**src/rtl/rspd_pkg.sv**
```systemverilog
package rspd_pkg;

  localparam int unsigned AnimFramesDefault = 8;
  localparam int unsigned TimerBitsDefault = 14;

  localparam logic [2:0] ModeOpen = 3'd0;
  localparam logic [2:0] ModeBlank = 3'd1;
  localparam logic [2:0] ModeRelease = 3'd2;
  localparam logic [2:0] ModeStopped = 3'd3;
  localparam logic [2:0] ModeAnim = 3'd4;

  localparam logic [2:0] RegCirc = 3'd0;
  localparam logic [2:0] RegBlank = 3'd1;
  localparam logic [2:0] RegFrame = 3'd2;
  localparam logic [2:0] RegZero = 3'd3;
  localparam logic [2:0] RegStop = 3'd4;

  localparam logic [13:0] DashMask = 14'h0008;

  // Divider operation codes
  localparam logic OpSpeed = 1'b0;
  localparam logic OpAvg = 1'b1;

  typedef struct packed {
    logic start;
    logic [39:0] num;
    logic [39:0] den;
  } div_req_t;

  typedef struct packed {
    logic done;
    logic [39:0] quo;
  } div_rsp_t;

  function automatic logic [13:0] ones_glyph(input logic [3:0] d);
    logic [13:0] g;
    unique case (d)
      4'd0: g = 14'h3807;
      4'd1: g = 14'h2001;
      4'd2: g = 14'h180B;
      4'd3: g = 14'h300B;
      4'd4: g = 14'h200D;
      4'd5: g = 14'h300E;
      4'd6: g = 14'h380E;
      4'd7: g = 14'h2003;
      4'd8: g = 14'h380F;
      4'd9: g = 14'h200F;
      default: g = 14'h0000;
    endcase
    return g;
  endfunction

  function automatic logic [13:0] tens_glyph(input logic [3:0] d);
    logic [13:0] g;
    unique case (d)
      4'd0: g = 14'h0770;
      4'd1: g = 14'h0410;
      4'd2: g = 14'h03B0;
      4'd3: g = 14'h06B0;
      4'd4: g = 14'h04D0;
      4'd5: g = 14'h06E0;
      4'd6: g = 14'h07E0;
      4'd7: g = 14'h0430;
      4'd8: g = 14'h07F0;
      4'd9: g = 14'h04F0;
      default: g = 14'h0000;
    endcase
    return g;
  endfunction

  function automatic logic [13:0] spin_glyph(input logic [2:0] i);
    logic [13:0] g;
    unique case (i)
      3'd0: g = 14'h0001;
      3'd1: g = 14'h0002;
      3'd2: g = 14'h0020;
      3'd3: g = 14'h0040;
      3'd4: g = 14'h0100;
      3'd5: g = 14'h0200;
      3'd6: g = 14'h1000;
      default: g = 14'h2000;
    endcase
    return g;
  endfunction

  // Two-digit pattern for a speed, clipped at 99
  function automatic logic [13:0] speed_pattern(input logic [7:0] v);
    logic [6:0] d;
    logic [14:0] p;
    logic [3:0] t;
    logic [6:0] o;
    d = (v > 8'd99) ? 7'd99 : v[6:0];
    // Split into tens and ones; d*205 >> 11 equals d/10 below 100
    p = {8'd0, d} * 15'd205;
    t = p[14:11];
    o = d - ({3'd0, t} * 7'd10);
    if (d >= 7'd10) return tens_glyph(t) | ones_glyph(o[3:0]);
    return ones_glyph(o[3:0]);
  endfunction

  // Average divisor, clipped to 40 bits; beyond that the quotient is zero anyway
  function automatic logic [39:0] avg_den(input logic [31:0] s);
    logic [45:0] p;
    p = {14'd0, s} * 46'd10000;
    return (p[45:40] != 6'd0) ? 40'hFF_FFFF_FFFF : p[39:0];
  endfunction

endpackage

```
**src/rtl/reed_speedometer.sv**
```systemverilog
// Reed-switch speedometer. Each transaction on the input channel is one
// millisecond reed sample; exactly one result transaction follows it. The
// result is valid after one 40-step pass of the shared restoring divider
// for the average, which is recomputed every tick, once the quotient is
// registered and the result presented. A closure that computes a speed
// runs a second pass first. The next sample is taken in the cycle after
// the result is accepted, so a stalled result holds off the next sample.
// The divider is the only arithmetic unit that iterates. Configuration
// writes are meant only for when the block is idle; the block itself does
// not enforce this.
module reed_speedometer #(
  parameter int unsigned ANIM_FRAMES = rspd_pkg::AnimFramesDefault,
  parameter int unsigned TIMER_BITS = rspd_pkg::TimerBitsDefault
) (
  input  logic        clk_i,
  input  logic        rst_ni,
  input  logic        cfg_we_i,
  input  logic [2:0]  cfg_index_i,
  input  logic [13:0] cfg_data_i,
  input  logic        in_valid_i,
  output logic        in_stall_o,
  input  logic        reed_closed_i,
  output logic        out_valid_o,
  input  logic        out_stall_i,
  output logic [13:0] segment_mask_o,
  output logic        led_on_o,
  output logic [7:0]  speed_kmh_o,
  output logic [7:0]  speed_mph_o,
  output logic [7:0]  max_speed_kmh_o,
  output logic [31:0] distance_mm_o,
  output logic [31:0] seconds_total_o,
  output logic [31:0] seconds_moving_o,
  output logic [7:0]  avg_speed_kmh_o,
  output logic        revolution_o,
  output logic        moving_o
);

  localparam logic [TIMER_BITS-1:0] TimerMax = '1;
  localparam int unsigned FrameW = 5;
  localparam logic [FrameW-1:0] FrameLast = FrameW'(ANIM_FRAMES);

  localparam logic [1:0] StIdle = 2'd0;
  localparam logic [1:0] StSpeed = 2'd1;
  localparam logic [1:0] StAvg = 2'd2;
  localparam logic [1:0] StOut = 2'd3;

  logic [11:0] circ_q;
  logic [7:0] blank_q, frame_q;
  logic [13:0] zero_q, stop_q;

  logic [1:0] st_q, st_d;
  logic [2:0] mode_q, mode_d;
  logic [TIMER_BITS-1:0] msr_q, msr_d;
  logic [9:0] mss_q, mss_d;
  logic [7:0] phase_q, phase_d;
  logic [FrameW-1:0] fidx_q, fidx_d;
  logic [13:0] seg_q, seg_d;
  logic [7:0] spd_q, spd_d, mph_q, mph_d, peak_q, peak_d, avg_q, avg_d;
  logic [31:0] dist_q, dist_d, tsec_q, tsec_d, msec_q, msec_d;
  logic rev_q, rev_d, oval_q, oval_d;

  rspd_pkg::div_req_t req;
  rspd_pkg::div_rsp_t rsp;

  rspd_div u_div (.clk_i(clk_i), .rst_ni(rst_ni), .req_i(req), .rsp_o(rsp));

  logic [7:0] blank_len, frame_len;
  logic [TIMER_BITS-1:0] msr_inc;
  logic [7:0] div_sat;
  logic [26:0] mph_scaled;
  logic [32:0] dist_sum;
  logic [7:0] ph_inc;
  logic [FrameW-1:0] fidx_inc;

  assign blank_len = (blank_q == 8'd0) ? 8'd1 : blank_q;
  assign frame_len = (frame_q == 8'd0) ? 8'd1 : frame_q;
  assign msr_inc = (msr_q < TimerMax) ? msr_q + 1'b1 : msr_q;
  assign div_sat = (rsp.quo > 40'd255) ? 8'd255 : rsp.quo[7:0];
  // v*62/100 as one reciprocal multiply, exact for every 8-bit v
  assign mph_scaled = {19'd0, div_sat} * 27'd325066;
  assign dist_sum = {1'b0, dist_q} + {21'd0, circ_q};
  assign ph_inc = phase_q + 8'd1;
  assign fidx_inc = fidx_q + 1'b1;

  assign in_stall_o = (st_q != StIdle) || oval_q;

  // Sequence one tick: update, optional speed division, average division
  always_comb begin
    st_d = st_q; mode_d = mode_q; msr_d = msr_q; mss_d = mss_q;
    phase_d = phase_q; fidx_d = fidx_q; seg_d = seg_q;
    spd_d = spd_q; mph_d = mph_q; peak_d = peak_q; avg_d = avg_q;
    dist_d = dist_q; tsec_d = tsec_q; msec_d = msec_q;
    rev_d = rev_q; oval_d = oval_q;
    req = '0;
    if (oval_q && !out_stall_i) oval_d = 1'b0;
    unique case (st_q)
      StIdle: begin
        if (in_valid_i && !in_stall_o) begin
          rev_d = 1'b0;
          msr_d = msr_inc;
          if (mss_q == 10'd999) begin
            mss_d = '0;
            if (tsec_q != '1) tsec_d = tsec_q + 32'd1;
            if (mode_q != rspd_pkg::ModeStopped && msec_q != '1) msec_d = msec_q + 32'd1;
          end else begin
            mss_d = mss_q + 10'd1;
          end
          st_d = StAvg;
          unique case (mode_q)
            rspd_pkg::ModeOpen: begin
              if (reed_closed_i) begin
                req.start = 1'b1;
                req.num = {28'd0, circ_q} * 40'd36;
                req.den = {{(40-TIMER_BITS){1'b0}}, (msr_inc == '0) ? {{(TIMER_BITS-1){1'b0}}, 1'b1} : msr_inc} * 40'd10;
                dist_d = dist_sum[32] ? 32'hFFFF_FFFF : dist_sum[31:0];
                msr_d = '0;
                phase_d = '0;
                mode_d = rspd_pkg::ModeBlank;
                rev_d = 1'b1;
                st_d = StSpeed;
              end else begin
                if ({{(20-TIMER_BITS){1'b0}}, msr_inc} == {6'd0, zero_q})
                  seg_d = rspd_pkg::ones_glyph(4'd0);
                if ({{(20-TIMER_BITS){1'b0}}, msr_inc} > {6'd0, stop_q}) begin
                  seg_d = rspd_pkg::DashMask;
                  spd_d = '0;
                  mph_d = '0;
                  mode_d = rspd_pkg::ModeStopped;
                end
              end
            end
            rspd_pkg::ModeBlank: begin
              phase_d = ph_inc;
              if (ph_inc >= blank_len) mode_d = rspd_pkg::ModeRelease;
            end
            rspd_pkg::ModeRelease: begin
              if (reed_closed_i) begin
                phase_d = '0;
                mode_d = rspd_pkg::ModeBlank;
              end else begin
                mode_d = rspd_pkg::ModeOpen;
              end
            end
            rspd_pkg::ModeStopped: begin
              if (reed_closed_i) begin
                mode_d = rspd_pkg::ModeAnim;
                phase_d = '0;
                fidx_d = '0;
                msr_d = '0;
                seg_d = rspd_pkg::spin_glyph(3'd0);
              end
            end
            default: begin
              phase_d = ph_inc;
              if (ph_inc >= frame_len) begin
                phase_d = '0;
                fidx_d = fidx_inc;
                if (fidx_inc >= FrameLast) begin
                  fidx_d = '0;
                  seg_d = rspd_pkg::ones_glyph(4'd0);
                  mode_d = rspd_pkg::ModeBlank;
                end else begin
                  seg_d = rspd_pkg::spin_glyph(fidx_inc[2:0]);
                end
              end
            end
          endcase
          if (st_d == StAvg) begin
            req.start = 1'b1;
            req.num = {8'd0, dist_d} * 40'd36;
            req.den = rspd_pkg::avg_den(msec_d);
          end
        end
      end
      StSpeed: begin
        if (rsp.done) begin
          spd_d = div_sat;
          mph_d = mph_scaled[26:19];
          if (div_sat > peak_q) peak_d = div_sat;
          seg_d = rspd_pkg::speed_pattern(div_sat);
          req.start = 1'b1;
          req.num = {8'd0, dist_q} * 40'd36;
          req.den = rspd_pkg::avg_den(msec_q);
          st_d = StAvg;
        end
      end
      StAvg: begin
        if (rsp.done) begin
          avg_d = (msec_q == '0) ? 8'd0 : div_sat;
          st_d = StOut;
        end
      end
      default: begin
        oval_d = 1'b1;
        st_d = StIdle;
      end
    endcase
  end

  always_ff @(posedge clk_i or negedge rst_ni) begin
    if (!rst_ni) begin
      circ_q <= 12'd2231; blank_q <= 8'd50; frame_q <= 8'd40;
      zero_q <= 14'd5000; stop_q <= 14'd10000;
      st_q <= StIdle; mode_q <= rspd_pkg::ModeStopped; msr_q <= '0; mss_q <= '0;
      phase_q <= '0; fidx_q <= '0; seg_q <= rspd_pkg::DashMask;
      spd_q <= '0; mph_q <= '0; peak_q <= '0; avg_q <= '0;
      dist_q <= '0; tsec_q <= '0; msec_q <= 32'd1;
      rev_q <= 1'b0; oval_q <= 1'b0;
    end else begin
      if (cfg_we_i) begin
        unique case (cfg_index_i)
          rspd_pkg::RegCirc: circ_q <= cfg_data_i[11:0];
          rspd_pkg::RegBlank: blank_q <= cfg_data_i[7:0];
          rspd_pkg::RegFrame: frame_q <= cfg_data_i[7:0];
          rspd_pkg::RegZero: zero_q <= cfg_data_i;
          rspd_pkg::RegStop: stop_q <= cfg_data_i;
          default: ;
        endcase
      end
      st_q <= st_d; mode_q <= mode_d; msr_q <= msr_d; mss_q <= mss_d;
      phase_q <= phase_d; fidx_q <= fidx_d; seg_q <= seg_d;
      spd_q <= spd_d; mph_q <= mph_d; peak_q <= peak_d; avg_q <= avg_d;
      dist_q <= dist_d; tsec_q <= tsec_d; msec_q <= msec_d;
      rev_q <= rev_d; oval_q <= oval_d;
    end
  end

  assign out_valid_o = oval_q;
  assign segment_mask_o = seg_q;
  assign led_on_o = (mode_q == rspd_pkg::ModeBlank);
  assign speed_kmh_o = spd_q;
  assign speed_mph_o = mph_q;
  assign max_speed_kmh_o = peak_q;
  assign distance_mm_o = dist_q;
  assign seconds_total_o = tsec_q;
  assign seconds_moving_o = msec_q;
  assign avg_speed_kmh_o = avg_q;
  assign revolution_o = rev_q;
  assign moving_o = (mode_q != rspd_pkg::ModeStopped);

endmodule

```
**src/rtl/rspd_div.sv**
```systemverilog
module rspd_div (
  input  logic                clk_i,
  input  logic                rst_ni,
  input  rspd_pkg::div_req_t  req_i,
  output rspd_pkg::div_rsp_t  rsp_o
);

  logic [39:0] rem_q, rem_d;
  logic [39:0] quo_q, quo_d;
  logic [39:0] den_q, den_d;
  logic [5:0] cnt_q, cnt_d;
  logic busy_q, busy_d;
  logic done_q, done_d;
  logic [40:0] trial;

  assign trial = {rem_q, quo_q[39]} - {1'b0, den_q};

  // Restoring division, one quotient bit per cycle
  always_comb begin
    rem_d = rem_q;
    quo_d = quo_q;
    den_d = den_q;
    cnt_d = cnt_q;
    busy_d = busy_q;
    done_d = 1'b0;
    if (req_i.start) begin
      rem_d = '0;
      quo_d = req_i.num;
      den_d = req_i.den;
      cnt_d = 6'd40;
      busy_d = 1'b1;
    end else if (busy_q) begin
      if (!trial[40]) begin
        rem_d = trial[39:0];
        quo_d = {quo_q[38:0], 1'b1};
      end else begin
        rem_d = {rem_q[38:0], quo_q[39]};
        quo_d = {quo_q[38:0], 1'b0};
      end
      cnt_d = cnt_q - 6'd1;
      if (cnt_q == 6'd1) begin
        busy_d = 1'b0;
        done_d = 1'b1;
      end
    end
  end

  always_ff @(posedge clk_i or negedge rst_ni) begin
    if (!rst_ni) begin
      busy_q <= 1'b0;
      done_q <= 1'b0;
      cnt_q <= '0;
    end else begin
      busy_q <= busy_d;
      done_q <= done_d;
      cnt_q <= cnt_d;
    end
  end

  always_ff @(posedge clk_i) begin
    rem_q <= rem_d;
    quo_q <= quo_d;
    den_q <= den_d;
  end

  assign rsp_o.done = done_q;
  assign rsp_o.quo = quo_q;

endmodule
```
**config.mk**
```make
export PLATFORM = sky130hd
export DESIGN_NAME = reed_speedometer
export DESIGN_NICKNAME = d
export VERILOG_FILES = /design/src/rtl/rspd_pkg.sv /design/src/rtl/reed_speedometer.sv /design/src/rtl/rspd_div.sv
export SDC_FILE = /design/constraint.sdc
export NUM_CORES = 2
export LEC_CHECK = 0
export BUFFER_PORTS_ARGS = -buffer_cell sky130_fd_sc_hd__buf_4
export CAP_MARGIN = 20
export CELL_PAD_IN_SITES_DETAIL_PLACEMENT = 0
export CELL_PAD_IN_SITES_GLOBAL_PLACEMENT = 1
export CORE_ASPECT_RATIO = 0.75
export CORE_UTILIZATION = 29
export CTS_CLUSTER_SIZE = 10
export DETAILED_ROUTE_END_ITERATION = 8
export GPL_TIMING_DRIVEN = 1
export HOLD_SLACK_MARGIN = 0.03
export MAX_ROUTING_LAYER = met4
export PLACE_DENSITY = 0.64
export SETUP_SLACK_MARGIN = 0.02
export SYNTH_ARGS = -nofsm -noshare
export SYNTH_HDL_FRONTEND = slang
export SYNTH_SLANG_ARGS = --single-unit
```
**constraint.sdc**
```tcl
create_clock -name clk_i -period 26.2 [get_ports clk_i]
set_input_delay 5.24 -clock clk_i [delete_from_list [all_inputs] [get_ports clk_i]]
set_output_delay 5.24 -clock clk_i [all_outputs]
set_load 0.01 [all_outputs]
```
==> impl_table.tex <==
\begin{tabular}{lr}
\hline
Metric & Value \\
\hline
\multicolumn{2}{l}{\textbf{Synth}} \\
Dominant combinational cell family by area after synthesis & adder cells \\
Per-instance average area after synthesis & 8.84 um2 \\
Multiplexer fraction of the synthesized cell area & 0.0248 \\
Async set-reset flop share out of synthesis & 0.676 \\
Post-synthesis net count & 5497 \\
Compound-cell area share of the yosys netlist & 0.161 \\
Synthesized-area fraction occupied by adder cells & 0.307 \\
Count of different cell masters after synthesis & 87 \\
Post-synth EDFFs & 80 \\
Simple-Gate Fraction of Synth Area & 0.131 \\
Register area share after synthesis & 0.233 \\
Number of cells produced by synthesis & 4607 \\
Number of synthesized register bits & 370 \\
Synth Cell Area & 40700 um2 \\
Predominant post-synthesis flop cell & dfrtp\_1 \\
YS warnings & 0 \\
Post-synthesis xor/xnor area fraction & 0.0673 \\
\multicolumn{2}{l}{\textbf{Clocking}} \\
Number of hold buffers added after CTS & 0 \\
Later-pin clock latency in the skew report & 680 ps \\
Number of gates resized after cts & 0 \\
CTS Root Cell & clkbuf\_16 \\
Post-CTS repair timing setup buffer count & 0 \\
Max clock buf depth & 3 \\
Post-CTS clock slew at the launch and capture registers of the worst setup and hold paths & 60 ps \\
Count of clock tree sinks & 370 \\
CTS tree & yes \\
Clock buffer count from CTS & 51 \\
Number of levels in the clock H-tree & 2 \\
\multicolumn{2}{l}{\textbf{Critical path}} \\
Crit Path Class & input pin to register \\
Critical Path Slowest Stage Cell & nand2b\_1 \\
Worst R2R Path Depth & 32 \\
CP startpoint kind & input pin \\
Critical Path Sink Type & register \\
Worst reg-to-reg setup slack & 15770 ps \\
Critical R2R Launch & seconds\_moving\_o[2]\$\_DFFE\_PN0P\_ \\
Crit path DAT & 11040 ps \\
Critical path's largest stage delay & 770 ps \\
Cell Chain, Critical Path & buf\_4, inv\_1, nor2\_2, buf\_4, nand3\_1, nor4\_1, nand2b\_1, nand2\_1, ha\_1, ha\_1, a21oi\_1, o21ai\_0, or4\_1, o21ai\_0, o221ai\_1, a221o\_1, nand2\_1, a21oi\_1, mux2i\_1, o211ai\_1 \\
CP max FO & 29 \\
Terminus of the critical flop-to-flop path & u\_div.den\_q[34]\$\_DFFE\_PP\_ \\
Critical Path RT & 26600 ps \\
\multicolumn{2}{l}{\textbf{Timing}} \\
Total negative slack & 0 ps \\
Worst Tran Pin Value & 1140 ps \\
Max Clock Freq & 0.0940 GHz \\
Pins over their slew limit & 0 \\
Setup-violating endpoint count in the final report & 0 \\
Number of endpoints with negative hold slack in the final report & 0 \\
Setup repair after global routing missed its margin & no \\
Post-Route Skew & 22.8 ps \\
Final setup slack of the worst path & 15560 ps \\
Worst slew margin relative to its limit & 0.223 \\
Share of the clock period used by the worst path & 0.406 \\
Min cycle time layout & 10640 ps \\
\multicolumn{2}{l}{\textbf{Run status}} \\
Outcome & finished, final reports clean \\
\multicolumn{2}{l}{\textbf{Global routing}} \\
Global-route wire length before repair & 187000 um \\
Number of antenna violations at the first check in global routing & 3 \\
Number of global-route vias before repair & 31800 \\
Largest net degree at the start of global routing & 77 \\
Overall track demand over capacity in global routing & 0.172 \\
Final global-route overflow total & 0 \\
\multicolumn{2}{l}{\textbf{Hold path}} \\
Worst Min Path Start & avg\_speed\_kmh\_o[7]\$\_DFFE\_PN0P\_ \\
Endpoint, Worst Hold & avg\_speed\_kmh\_o[7]\$\_DFFE\_PN0P\_ \\
Number of stages on the worst hold path & 2 \\
Worst Hold Class & register to register \\
\multicolumn{2}{l}{\textbf{Drt}} \\
Routed via count & 32100 \\
Number of violations reported at the end of detailed-routing iteration 0 & 1815 \\
Antenna-violating nets left & 0 \\
Wire length per cell & 17.7 um \\
Pre-Repair DR Iteration Count & 7 \\
Overall routed net length & 118000 um \\
Vias per std cell & 4.83 \\
Remaining design rule violation count & 0 \\
\multicolumn{2}{l}{\textbf{Floorplanning}} \\
Height of the die & 326 um \\
Core footprint & 139000 um2 \\
Die area & 142000 um2 \\
I/O pin count & 170 \\
Die Span X & 435 um \\
Initial core utilization & 0.294 \\
Row count & 118 \\
\multicolumn{2}{l}{\textbf{Placed design}} \\
Number of buffers inserted by port buffering & 169 \\
GP Congestion & 0.859 \\
Post-Place Setup Slack & 14900 ps \\
HPWL after detailed placement & 93500 um \\
\multicolumn{2}{l}{\textbf{Power}} \\
Leakage power summed over all cells & 22.4 nW \\
Largest vdd supply drop & 0.0000529 V \\
Cell Pwr Density & 93.8 nW/um2 \\
\multicolumn{2}{l}{\textbf{Layout}} \\
Post-layout utilization of the core & 0.332 \\
Combined area of the multi-input logic cells & 28200 um2 \\
Share of cells above drive strength 1 & 0.0846 \\
Area delta synth->final & 12.9\% \\
Layout net count & 5641 \\
Layout filler cell count & 14500 \\
Storage cell area & 9490 um2 \\
\multicolumn{2}{l}{\textbf{Flow run}} \\
Max-capacitance violation count & 0 \\
\hline
\end{tabular}
[cells in the final DEF, fill, tap and decap left out, types with 43 or more instances in the layout]
master and instances:
nor2b_1 48, mux2i_1 49, a21oi_1 233, mux2_2 46, a31oi_1 43, clkbuf_16 53, inv_1 711, nor3_1 69
buf_4 201, nand2_1 394, nand4_1 53, a21o_1 97, nand3_1 95, nand2b_1 53, edfxtp_1 80, xor2_1 86
xnor2_1 225, nor2_1 219, dfrtp_1 223, ha_1 650, o21ai_0 304, fa_1 217
[routing by layer]
layer | share of wire | wire length, um | global-route usage | up-vias
met5 | 0 | 0 | - | -
met1 | 0.55 | 64200 | 0.268 | 15300
met4 | 0.014 | 1610 | 0.0282 | 0
li1 | - | - | - | 16200
met2 | 0.39 | 46200 | 0.232 | 568
met3 | 0.049 | 5720 | 0.0255 | 91
[final cells by class]
type                       count  share of cell area
sequential                   370               0.206
clock buffer                  73              0.0322
clock inverter                18             0.00639
multi-input combinational   3412               0.613
timing repair buffer         203              0.0333
antenna                        2            0.000109
tap                         1860              0.0506
inverter                     713              0.0582
[critical path: cells and delay by family]
kind / cells / cell delay, ps
muxes: 1 / 160
adders and majority gates: 2 / 650
and+or+nand+nor: 7 / 2830
buffers and inverters: 3 / 610
AOI/OAI and AO/OA: 7 / 1510
[report_power, final]
group	internal [mW]	switching [mW]	leakage (nW)
combinational	1.07	1.54	17.2
clock	0.444	0.303	0.854
sequential	0.790	0.159	4.29
[how the worst max path moves through the flow]
stage | start | endpoint | slack, ps
2_1_floorplan | reed_closed_i | u_div.quo_q[36]$_DFFE_PP_ | 16180
3_3_place_gp | reed_closed_i | u_div.quo_q[36]$_DFFE_PP_ | 15040
3_5_place_dp | reed_closed_i | u_div.quo_q[36]$_DFFE_PP_ | 14900
4_1_cts | reed_closed_i | u_div.quo_q[36]$_DFFE_PP_ | 15640
5_1_grt | reed_closed_i | u_div.quo_q[36]$_DFFE_PP_ | 15040
6_report | reed_closed_i | u_div.quo_q[36]$_DFFE_PP_ | 15560
[Yosys cell counts (49+ instances only)]
cell type	instances	area share
nand2b_1	53	0.0081
ha_1	650	0.20
dfrtp_1	224	0.14
mux2i_1	49	0.012
nor3_1	70	0.0086
o21ai_0	304	0.037
clkbuf_1	99	0.0091
edfxtp_1	80	0.059
nand4_1	53	0.0081
a21o_1	97	0.018
nand2_1	395	0.036
fa_1	217	0.11
nand3_1	95	0.012
xor2_1	86	0.019
a21oi_1	233	0.029
inv_1	713	0.066
nor2_1	223	0.021
xnor2_1	225	0.048
[registers in the layout (all words and copies together), names as in the netlist, 8 cells and up]
register / count
max_speed_kmh_o: 8
zero_q: 14
frame_q: 8
msr_q: 14
circ_q: 12
phase_q: 8
mss_q: 10
stop_q: 14
seconds_moving_o: 32
u_div.rem_q: 40
blank_q: 8
distance_mm_o: 32
speed_mph_o: 8
seconds_total_o: 32
u_div.quo_q: 40
u_div.den_q: 40
avg_speed_kmh_o: 8
segment_mask_o: 14
speed_kmh_o: 8
[logic make-up (layout without fill, tap and decap cells)]
family | Yosys count | count (layout)
xor gates and xnor gates | 312 | 312
DFF | 370 | 370
and+or+nand+nor | 1112 | 1112
AOI/OAI and AO/OA | 1026 | 1026
adders and majority gates | 867 | 867
buffers and inverters | 825 | 1007
muxes | 95 | 95
other | 0 | 2
[stage by stage]
stage / total power, mW / cell area (um2) / hold WS [ps] / instances
CTS: 4.34 / 46000 / 487 / 6649
detailed placement: 3.55 / 44200 / 473 / 6558
global route: 4.71 / 46000 / 518 / 6651
finish: 4.31 / 46000 / 484 / 6651
floorplan: 2.80 / 40700 / 450 / 4607
global placement: 3.56 / 44200 / 464 / 6557
No activity file was read; power rests on OpenSTA's default activity.
